### config.mk
export PLATFORM = sky130hd
export DESIGN_NAME = bts_queue
export DESIGN_NICKNAME = d
export VERILOG_FILES = /design/src/bts_pkg.sv /design/src/bts_queue.sv
export SDC_FILE = /design/constraint.sdc
export NUM_CORES = 1
export LEC_CHECK = 0
export ABC_AREA = 1
export BUFFER_PORTS_ARGS = -buffer_cell sky130_fd_sc_hd__buf_4
export CAP_MARGIN = 20
export CORE_ASPECT_RATIO = 0.8
export CORE_MARGIN = 1.5
export CORE_UTILIZATION = 35
export DETAILED_ROUTE_END_ITERATION = 16
export PLACE_DENSITY = 0.53
export SLEW_MARGIN = 10
export SYNTH_ARGS = -nofsm -noshare
export SYNTH_HDL_FRONTEND = slang
export SYNTH_SLANG_ARGS = --single-unit
### constraint.sdc
create_clock -name clock -period 5.5 [get_ports clock]
set_clock_uncertainty 0.1 [all_clocks]
set_input_delay 0.55 -clock clock [delete_from_list [all_inputs] [get_ports clock]]
set_output_delay 0.55 -clock clock [all_outputs]
set_load 0.02 [all_outputs]
### src/bts_pkg.sv
`default_nettype none

package bts_pkg;

   // Fixed-point formats of the block.
   localparam int FRAC = 16;
   localparam int CHAN = 16;

   // Restoring divider: dividend magnitude, divisor and side-band widths.
   localparam int DIV_N      = 40;
   localparam int DIV_D      = 39;
   localparam int DIV_SIDE_W = 96;

   // Queue between the front and the back part.
   localparam int QUEUE_DEPTH = 4;
   localparam int QPTR_W      = 2;

   // Hash constants.
   localparam logic [31:0] HASH_MUL = 32'd60493;
   localparam logic [31:0] HASH_ADD = 32'd19990303;
   localparam logic [31:0] HASH_OFS = 32'd1376312589;

   typedef enum logic [2:0] {
      CSR_COLOR_A,
      CSR_COLOR_B,
      CSR_MORTAR_COLOR,
      CSR_THICKNESS,
      CSR_TINT_BIAS,
      CSR_UNIT_WIDTH,
      CSR_COURSE_HEIGHT,
      CSR_ROW_MODIFIERS
   } csr_index_type;

   typedef struct packed {
      logic [63:0]        color_a;
      logic [63:0]        color_b;
      logic [63:0]        mortar_color;
      logic [16:0]        thickness;
      logic signed [17:0] tint_bias;
      logic [22:0]        unit_width;
      logic [22:0]        course_height;
      logic [63:0]        row_mod;
   } cfg_type;

   // One classified item as it travels from the front to the back part.
   typedef struct packed {
      logic signed [31:0] x;
      logic [31:0]        row;
      logic [22:0]        ins_y;
      logic               sq_hit;
      logic               off_hit;
   } work_type;

endpackage

`default_nettype wire

### src/bts_queue.sv
`default_nettype none

module bts_queue (
   input  logic               clock,
   input  logic               reset,
   input  logic               push,
   input  bts_pkg::work_type  push_data,
   input  logic               pop,
   output bts_pkg::work_type  pop_data,
   output logic               not_empty,
   output logic               full
);

   localparam int DEPTH = bts_pkg::QUEUE_DEPTH;
   localparam int PW    = bts_pkg::QPTR_W;

   bts_pkg::work_type mem_ff [0:DEPTH-1];
   logic [PW-1:0]     wr_ptr_ff, wr_ptr_in;
   logic [PW-1:0]     rd_ptr_ff, rd_ptr_in;
   logic [PW:0]       cnt_ff, cnt_in;
   logic              do_push;
   logic              do_pop;

   assign not_empty = (cnt_ff != '0);
   assign full      = (cnt_ff == (PW+1)'(DEPTH));
   assign do_push   = push && !full;
   assign do_pop    = pop && not_empty;
   assign pop_data  = mem_ff[rd_ptr_ff];

   always_comb begin
      wr_ptr_in = do_push ? wr_ptr_ff + 1'b1 : wr_ptr_ff;
      rd_ptr_in = do_pop ? rd_ptr_ff + 1'b1 : rd_ptr_ff;
      cnt_in    = cnt_ff;
      if (do_push && !do_pop) begin
         cnt_in = cnt_ff + 1'b1;
      end else if (do_pop && !do_push) begin
         cnt_in = cnt_ff - 1'b1;
      end
   end

   always_ff @(posedge clock) begin
      if (reset) begin
         wr_ptr_ff <= '0;
         rd_ptr_ff <= '0;
         cnt_ff    <= '0;
      end else begin
         wr_ptr_ff <= wr_ptr_in;
         rd_ptr_ff <= rd_ptr_in;
         cnt_ff    <= cnt_in;
      end
      if (do_push) begin
         mem_ff[wr_ptr_ff] <= push_data;
      end
   end

endmodule

`default_nettype wire

==> results of run 1 <==
## state kept, by name, indices dropped and copies added (netlist names), named ones only
signal	count
wr_ptr_ff	2
mem_ff	356
rd_ptr_ff	2
cnt_ff	3
## per-layer routing
layer	vias up	GRT usage	routed length (um)
li1	3854	-	-
met1	3904	0.216	13900
met2	208	0.250	15000
met3	42	0.0374	2060
met4	2	0.0359	436
met5	-	0	13
## worst max path at each step
stage / from / endpoint / slack, ns / cells after the start
after global routing: flop / pop_data[79] / 1.43 / 4
after detailed placement: flop / pop_data[77] / 2.20 / 4
final: flop / pop_data[79] / 1.72 / 4
after global placement: flop / pop_data[82] / 2.27 / 4
after CTS: flop / pop_data[77] / 1.64 / 4
after floorplan: push / mem_ff[0][0] / 0.49 / 2
## worst reg2reg max path, delay by kind of cell (launching register included)
family,cells,cell delay (ns)
simple gates,4,1.26
buf+inv,1,0.65
flops,1,0.39
## cell usage after synthesis, drive strengths merged
library cell / n
inv: 17
o21ai: 179
edfxtp: 356
dfxtp: 9
nand3b: 1
buf: 24
fa: 1
xor2: 1
nand3: 4
clkbuf: 34
ha: 5
nor2: 192
nand2: 15
o22ai: 89
a21oi: 3
## layout make-up
cell class	instances	area [sq um]
flip-flops and latches	365	10900
multi-input cells	490	2390
well taps	495	619
inverters	17	68.8
clock buffers	52	1020
clock inverters	15	126
diodes	2	5.00
fillers	3470	21800
repair buffers	196	1480
## stage by stage
stage	std cells	util	setup slack (ns)	power (uW)	hold slack [ns]
2_1_floorplan	930	-	0.494	4880	0.359
5_1_grt	1630	0.433	1.43	8500	0.0959
3_5_place_dp	1563	0.403	2.20	5780	0.395
6_report	1632	0.433	1.72	8080	0.119
4_1_cts	1630	0.433	1.64	8210	0.0906
3_3_place_gp	1563	0.403	2.27	5770	0.378
## cell usage in the layout (no fill, tap or decap), drive strengths merged, types with 3 or more instances in the layout
master and n:
clkinv 11, buf 196, o21ai 179, inv 19, nand2 15, o22ai 89
clkbuf 52, ha 5, nor2 192, edfxtp 356, a21oi 3, dfxtp 9
nand3 4
## power by group
group	internal [uW]	switching, uW
clock network	1400	1010
logic	740	1430
registers	3380	125
## logic make-up (layout without fill, tap and decap cells)
| family | Yosys count | count (layout) | share of synthesized area |
|---|---|---|---|
| flip-flops | 365 | 365 | 0.796 |
| AND/OR/NAND/NOR | 212 | 212 | 0.0589 |
| AO/OA/AOI/OAI | 271 | 271 | 0.107 |
| adder cells (fa/ha/maj) | 6 | 6 | 0.00605 |
| buffers and inverters | 75 | 280 | 0.0311 |
| XOR/XNOR | 1 | 1 | 0.000641 |
| other | 0 | 2 | 0 |
==> run_results.csv, run 1 <==
group,metric,value,unit
run_status,status,"completed",
logic_synthesis,syn-instance-count,930,
clock_tree,clockBufferDepth,3,
final_layout,area_growth,21.5,%
placement,dpl_cell_area,15400,sq um
logic_synthesis,synth_nets,1029,
die,die_y,180,um
pwr,peakVddDrop,278,uV
clock_tree,cts-resized-gates,0,
clock_tree,cts_setup_buffers,0,
critical_path,crit_buf_inv,2,
pwr,power_density,487,nW/um^2
drt,drcViolationCount,0,
die,rows,64,
clock_tree,cts_buffers,38,
placement,portBuffers,183,
timing,fin_crit_sh,0.687,
pwr,power_leakage,0.00576,uW
timing,finalSetupTns,0,ns
hold_path,hp-start,"push_data[39]",
clock_tree,clk_pin_slew,0.06,ns
timing,drv_slew,0,
logic_synthesis,netlist_area,13700,sq um
critical_path,critPathKind,"reg -> out",
timing,setup_viol,0,
global_routing,first_global_vias,7788,
timing,hold_viol,0,
placement,routabilityCongestion,0.718,
logic_synthesis,yosys_warnings,0,
global_routing,grt_max_degree,115,
global_routing,track_usage,0.156,
critical_path,r2r_slack,2.69,ns
critical_path,critPathTopFamily,"buffers and inverters",
die,die_w,224,um
clock_tree,cts_tree,"yes",
timing,slew-limit-headroom,0.303,
critical_path,crit_slowest_cell,"dfxtp_4",
critical_path,worstSetupEndpointType,"output port",
timing,rsz0062_at_grt,"false",
logic_synthesis,yosysUniqueCellTypes,21,
logic_synthesis,ys_ff_latch,365,
logic_synthesis,yosys.area.top_type,"edfxtp_1",
drt,via_count,8010,
placement,dp_hpwl,17500,um
clock_tree,cts_max_level,2,
die,core,38400,sq um
critical_path,crit_required,4.85,ns
global_routing,grt_overflow,0,
hold_path,hold_depth,1,
job,drv_cap,0,
drt,wire_per_inst,19.2,um
hold_path,hold_path_end,"mem_ff[3][39]",
die,start_util,0.356,
drt,ant_nets,0,
drt,viasPerCell,4.91,
critical_path,reg2regPathDepth,5,
die,io_pins,184,
clock_tree,cts_hold_buffers,0,
final_layout,fin_nets,1207,
drt,drt_iter0_drc,521,
critical_path,worstPathCellList,"buf_4, o21ai_0, o22ai_1, buf_4",
logic_synthesis,avgSynthCellArea,14.7,sq um
final_layout,fin_area,16600,sq um
global_routing,antenna_found_initial,3,
hold_path,min_path_type,"in -> reg",
critical_path,critPathMaxFanout,92,
critical_path,crit_top_cell,"buf_4",
critical_path,startpoint_type,"flop",
clock_tree,clk_latency,0.53,ns
critical_path,r2r_end,"mem_ff[3][50]",
logic_synthesis,synth_seq_area_share,0.796,
die,design.die.area,40200,sq um
logic_synthesis,yosys.area.top_type_share,0.783,
critical_path,critPathArrivalTime,3.13,ns
timing,finalCriticalPeriod,3.78,ns
clock_tree,cts.sinks,365,
drt,wl,31400,um
logic_synthesis,synth.top_cells.by_area,"edfxtp_1 78%, o21ai_0 5.4%, nor2_1 5.3%",
critical_path,slowest_delay,0.94,ns
final_layout,layout-drive-gt1-share,0.223,
drt,dr.pass1.iters,4,
timing,fmax,0.265,GHz
clock_tree,cts-root-buf,"clkbuf_16",
timing,tightestPinTransition,1.05,ns
critical_path,reg2reg_from,"cnt_ff[0]",
global_routing,grt_pass1_wl,48100,um
No activity file was read; power rests on OpenSTA's default activity.
==> run 2, diff against run 1 <==
Clock period 5.5 ns to 3.6 ns, I/O delays scaled along.
==> run_results.csv, run 2 (synthesized netlist as in run 1, its figures left out) <==
group,metric,value,unit
final_layout,reg_top3,"mem_ff x356, cnt_ff x3",
critical_path,critPathMaxFanout,178,
clock_tree,clockBufferDepth,3,
timing,fmax,0.372,GHz
drt,drcViolationCount,0,
final_layout,final_cell_mix,"356 x edfxtp_1, 193 x buf_4, 188 x nor2_1",
critical_path,crit_required,3.14,ns
critical_path,critPathTopFamily,"buffers and inverters",
timing,fin_crit_sh,0.746,
die,io_pins,184,
placement,dp_hpwl,15400,um
drt,viasPerCell,4.79,
final_layout,top_register,"mem_ff",
timing,slew-limit-headroom,0.477,
drt,wl,30400,um
die,core,38400,sq um
clock_tree,cts-root-buf,"clkbuf_16",
final_layout,diodes,0,
placement,portBuffers,183,
global_routing,grt_max_degree,179,
die,die_y,180,um
global_routing,antenna_found_initial,0,
global_routing,first_global_vias,8368,
drt,via_count,8258,
timing,rsz0062_at_grt,"false",
placement,dpl_worst_slack,1.40,ns
timing,tightestPinTransition,0.784,ns
timing,hold_viol,0,
timing,setup_viol,0,
clock_tree,cts.sinks,365,
die,die_w,224,um
global_routing,track_usage,0.151,
timing,fin_ws,0.915,ns
final_layout,fin_nets,1300,
timing,finalCriticalPeriod,2.68,ns
pwr,power_leakage,0.00616,uW
final_layout,final_common_cell,"edfxtp_1",
final_layout,layout-drive-gt1-share,0.208,
placement,routabilityCongestion,0.734,
timing,drv_slew,0,
drt,drt_iter0_drc,434,
clock_tree,cts_tree,"yes",
clock_tree,clk_latency,0.52,ns
critical_path,worstPathCellList,"buf_12, o21ai_0, o22ai_1, buf_4",
critical_path,worstSetupEndpointType,"output port",
clock_tree,cts_max_level,2,
critical_path,critPathArrivalTime,2.22,ns
die,rows,64,
critical_path,startpoint_type,"flop",
global_routing,grt_overflow,0,
pwr,peakVddDrop,380,uV
critical_path,critPathKind,"reg -> out",
clock_tree,cts_setup_buffers,0,
critical_path,slowest_delay,0.57,ns
die,start_util,0.356,
critical_path,crit_slowest_cell,"buf_12",
clock_tree,cts-resized-gates,0,
critical_path,crit_buf_inv,2,
clock_tree,cts_buffers,39,
final_layout,instances_no_fill,1723,
clock_tree,clk_pin_slew,0.06,ns
final_layout,num-fill-cells,3427,
global_routing,grt_pass1_wl,47500,um
drt,dr.pass1.iters,4,
hold_path,min_path_type,"in -> reg",
final_layout,area_growth,28.7,%
drt,ant_nets,0,
die,design.die.area,40200,sq um
placement,placed_cells,1565,
job,drv_cap,0,
pwr,power_density,707,nW/um^2
drt,wire_per_inst,17.6,um
final_layout,largest_reg_flops,356,
run_status,status,"completed",
-- run 2: cell count changes in the layout (fill, tap and decap cells not counted), sizes merged --
cell and delta:
dlygate4sd3 +90, buf +2, clkinvlp +2, diode -2, bufinv -1, clkbuf +1, inv -1
-- run 2: path summary, 6_finish.rpt --
| path | startpoint | end | slack [ns] | cells after the start |
|---|---|---|---|---|
| max | flop | pop_data[9] | 0.92 | 4 |
| min | push | wr_ptr_ff[0] | 0.05 | 4 |
| max reg2reg | cnt_ff[1] | cnt_ff[1] | 1.38 | 9 |
| min reg2reg | rd_ptr_ff[0] | flop | 0.40 | 2 |
-- run 2: per-layer routing --
layer,routed length [um],vias up,track usage
li1,-,4031,-
met1,13700,4010,0.197
met2,14600,171,0.252
met3,1610,46,0.0381
met4,537,0,0.0411
met5,0,-,0
-- run 2: metrics by stage --
stage / hold slack (ns) / power (uW) / area, sq um / TNS [ns] / util
after global routing: 0.0614 / 13100 / 17600 / 0 / 0.458
after CTS: 0.0136 / 12600 / 17600 / 0 / 0.458
after detailed placement: 0.400 / 8820 / 15500 / 0 / 0.404
final: 0.0458 / 12400 / 17600 / 0 / 0.458
after floorplan: 0.329 / 7460 / 13700 / -500.17 / -
after global placement: 0.385 / 8800 / 15500 / 0 / 0.404
-- run 2: area by class of cell --
cell class                 instances  area [sq um]  share of cell area
timing repair buffer             288          2450               0.139
clock buffer                      53          1070              0.0609
multi-input combinational        490          2390               0.136
sequential                       365         10900               0.619
clock inverter                    15           101             0.00577
tap                              495           619              0.0352
inverter                          17          68.8             0.00391
-- run 2: tightest hold or removal path, delay by kind of cell --
family / cells / cell delay, ns
buffers and inverters: 1 / 0.10
and+or+nand+nor: 3 / 0.17
-- run 2: repair_timing --
action,CTS,global route
hold buffers,90,0
endpoints found under the setup margin,0,0
endpoints found under the hold margin,361,0
-- run 2: power by group --
group	total, uW	leakage, uW	switching [uW]	internal [uW]
clock	3690	0.000567	1540	2150
sequential	5270	0.00334	102	5170
combinational	3470	0.00226	2250	1230
==> run 3, diff against run 2 <==
Clock period 3.6 ns to 2.5 ns, I/O delays scaled along.
==> run_results.csv, run 3 (synthesized netlist as in run 1, its figures left out) <==
group,metric,value,unit
placement,dp_hpwl,17600,um
critical_path,crit_required,2.15,ns
critical_path,startpoint_type,"flop",
pwr,combPwrFrac,0.290,
timing,rsz0062_at_grt,"false",
die,rows,64,
drt,wl,32600,um
drt,viasPerCell,4.91,
global_routing,grt_pass1_wl,49800,um
timing,drv_slew,0,
global_routing,grt_overflow,0,
die,die_y,180,um
drt,wire_per_inst,18.7,um
timing,fin_crit_sh,0.927,
global_routing,antenna_found_initial,1,
global_routing,grt_util_met3,0.0397,
drt,drt_iter0_drc,479,
pwr,p_sw,5750,uW
hold_path,min_path_type,"in -> reg",
timing,setup_viol,0,
clock_tree,clk_latency,0.53,ns
drt,via_count,8557,
final_layout,final_common_cell,"edfxtp_1",
global_routing,first_global_vias,8610,
timing,hold_ws,0.369,ns
global_routing,top_usage_layer,"met2",
placement,routabilityCongestion,0.724,
final_layout,largest_reg_flops,356,
timing,hold_viol,0,
drt,ant_nets,0,
clock_tree,cts_tree,"yes",
pwr,peakVddDrop,653,uV
placement,portBuffers,183,
placement,dpl_worst_slack,0.461,ns
pwr,power_density,1020,nW/um^2
global_routing,track_usage,0.159,
die,die_w,224,um
job,drv_cap,0,
clock_tree,clk_pin_slew,0.06,ns
die,core,38400,sq um
final_layout,fin_area,17900,sq um
critical_path,critPathKind,"reg -> out",
timing,finalSetupTns,0,ns
timing,tightestPinTransition,0.635,ns
pwr,p_total,18300,uW
clock_tree,cts.sinks,365,
clock_tree,clockBufferDepth,3,
critical_path,worstSetupEndpointType,"output port",
final_layout,fin_nets,1317,
final_layout,reg_top3,"mem_ff x356, cnt_ff x3",
die,design.die.area,40200,sq um
global_routing,use_met2,0.258,
global_routing,use_met1,0.212,
pwr,pwr-share-clk,0.296,
final_layout,layout-drive-gt1-share,0.218,
final_layout,final_cell_mix,"356 x edfxtp_1, 195 x buf_4, 188 x nor2_1",
die,io_pins,184,
critical_path,critPathArrivalTime,1.97,ns
critical_path,critPathMaxFanout,47,
drt,drcViolationCount,0,
clock_tree,cts_max_level,2,
final_layout,top_register,"mem_ff",
final_layout,area_growth,31.2,%
timing,fin_ws,0.183,ns
clock_tree,cts-root-buf,"clkbuf_16",
placement,dpl_cell_area,15800,sq um
pwr,internal-power,12600,uW
timing,finalCriticalPeriod,2.32,ns
pwr,power_leakage,0.00632,uW
timing,slew-limit-headroom,0.576,
pwr,pwr-share-seq,0.414,
timing,fmax,0.432,GHz
clock_tree,cts_buffers,39,
drt,dr.pass1.iters,4,
pwr,sw_frac_of_total,0.314,
global_routing,grt_max_degree,151,
die,start_util,0.356,
run_status,status,"completed",
-- run 3: cell type report --
class / count / area (sq um)
diodes: 1 / 2.50
inverters: 17 / 72.6
fillers: 3414 / 20400
flip-flops and latches: 365 / 10900
repair buffers: 305 / 2760
clock inverters: 14 / 114
clock buffers: 55 / 1080
well taps: 495 / 619
multi-input cells: 490 / 2400
-- run 3: critical path, cell delays in order (launching register included) --
cell and delay [ns]:
dfxtp_4 0.39, inv_8 0.26, buf_12 0.28, nor2_1 0.07, o22ai_1 0.24, buf_4 0.19
-- run 3: stage by stage --
| stage | instances | util |
|---|---|---|
| 2_1_floorplan | 930 | - |
| 3_3_place_gp | 1579 | 0.411 |
| 3_5_place_dp | 1579 | 0.411 |
| 4_1_cts | 1740 | 0.466 |
| 5_1_grt | 1742 | 0.467 |
| 6_report | 1742 | 0.467 |
-- run 3: path summary, 6_finish.rpt --
path	startpoint	end	slack [ns]	cells past startpoint
worst min register to register	rd_ptr_ff[0]	rd_ptr_ff[0]	0.40	2
worst max-delay path	flop	pop_data[39]	0.18	5
worst min-delay path	push_data[28]	mem_ff[1][28]	0.37	2
worst max register to register	cnt_ff[1]	cnt_ff[1]	0.44	9
-- run 3: layer usage --
metal	vias up	share of wire	routed length [um]
met5	-	0	0
met4	0	0.020	646
met3	49	0.061	1990
met2	231	0.47	15300
met1	4203	0.45	14600
li1	4074	-	-
-- run 3: power by group through the flow --
| stage | registers, uW | clock network (uW) | logic (uW) |
|---|---|---|---|
| 5_1_grt | 7650 | 5830 | 5790 |
| 3_5_place_dp | 7720 | 0 | 5180 |
| 3_3_place_gp | 7710 | 0 | 5160 |
| 6_report | 7600 | 5430 | 5310 |
| 4_1_cts | 7590 | 5570 | 5310 |
| 2_1_floorplan | 7690 | 0 | 3010 |
-- run 3: timing repair --
action,4_1_cts,5_1_grt
hold buffers,92,0
endpoints found under the setup margin,0,49
buffers inserted,0,0
hold endpoints to repair,365,0
gates resized for setup,0,2
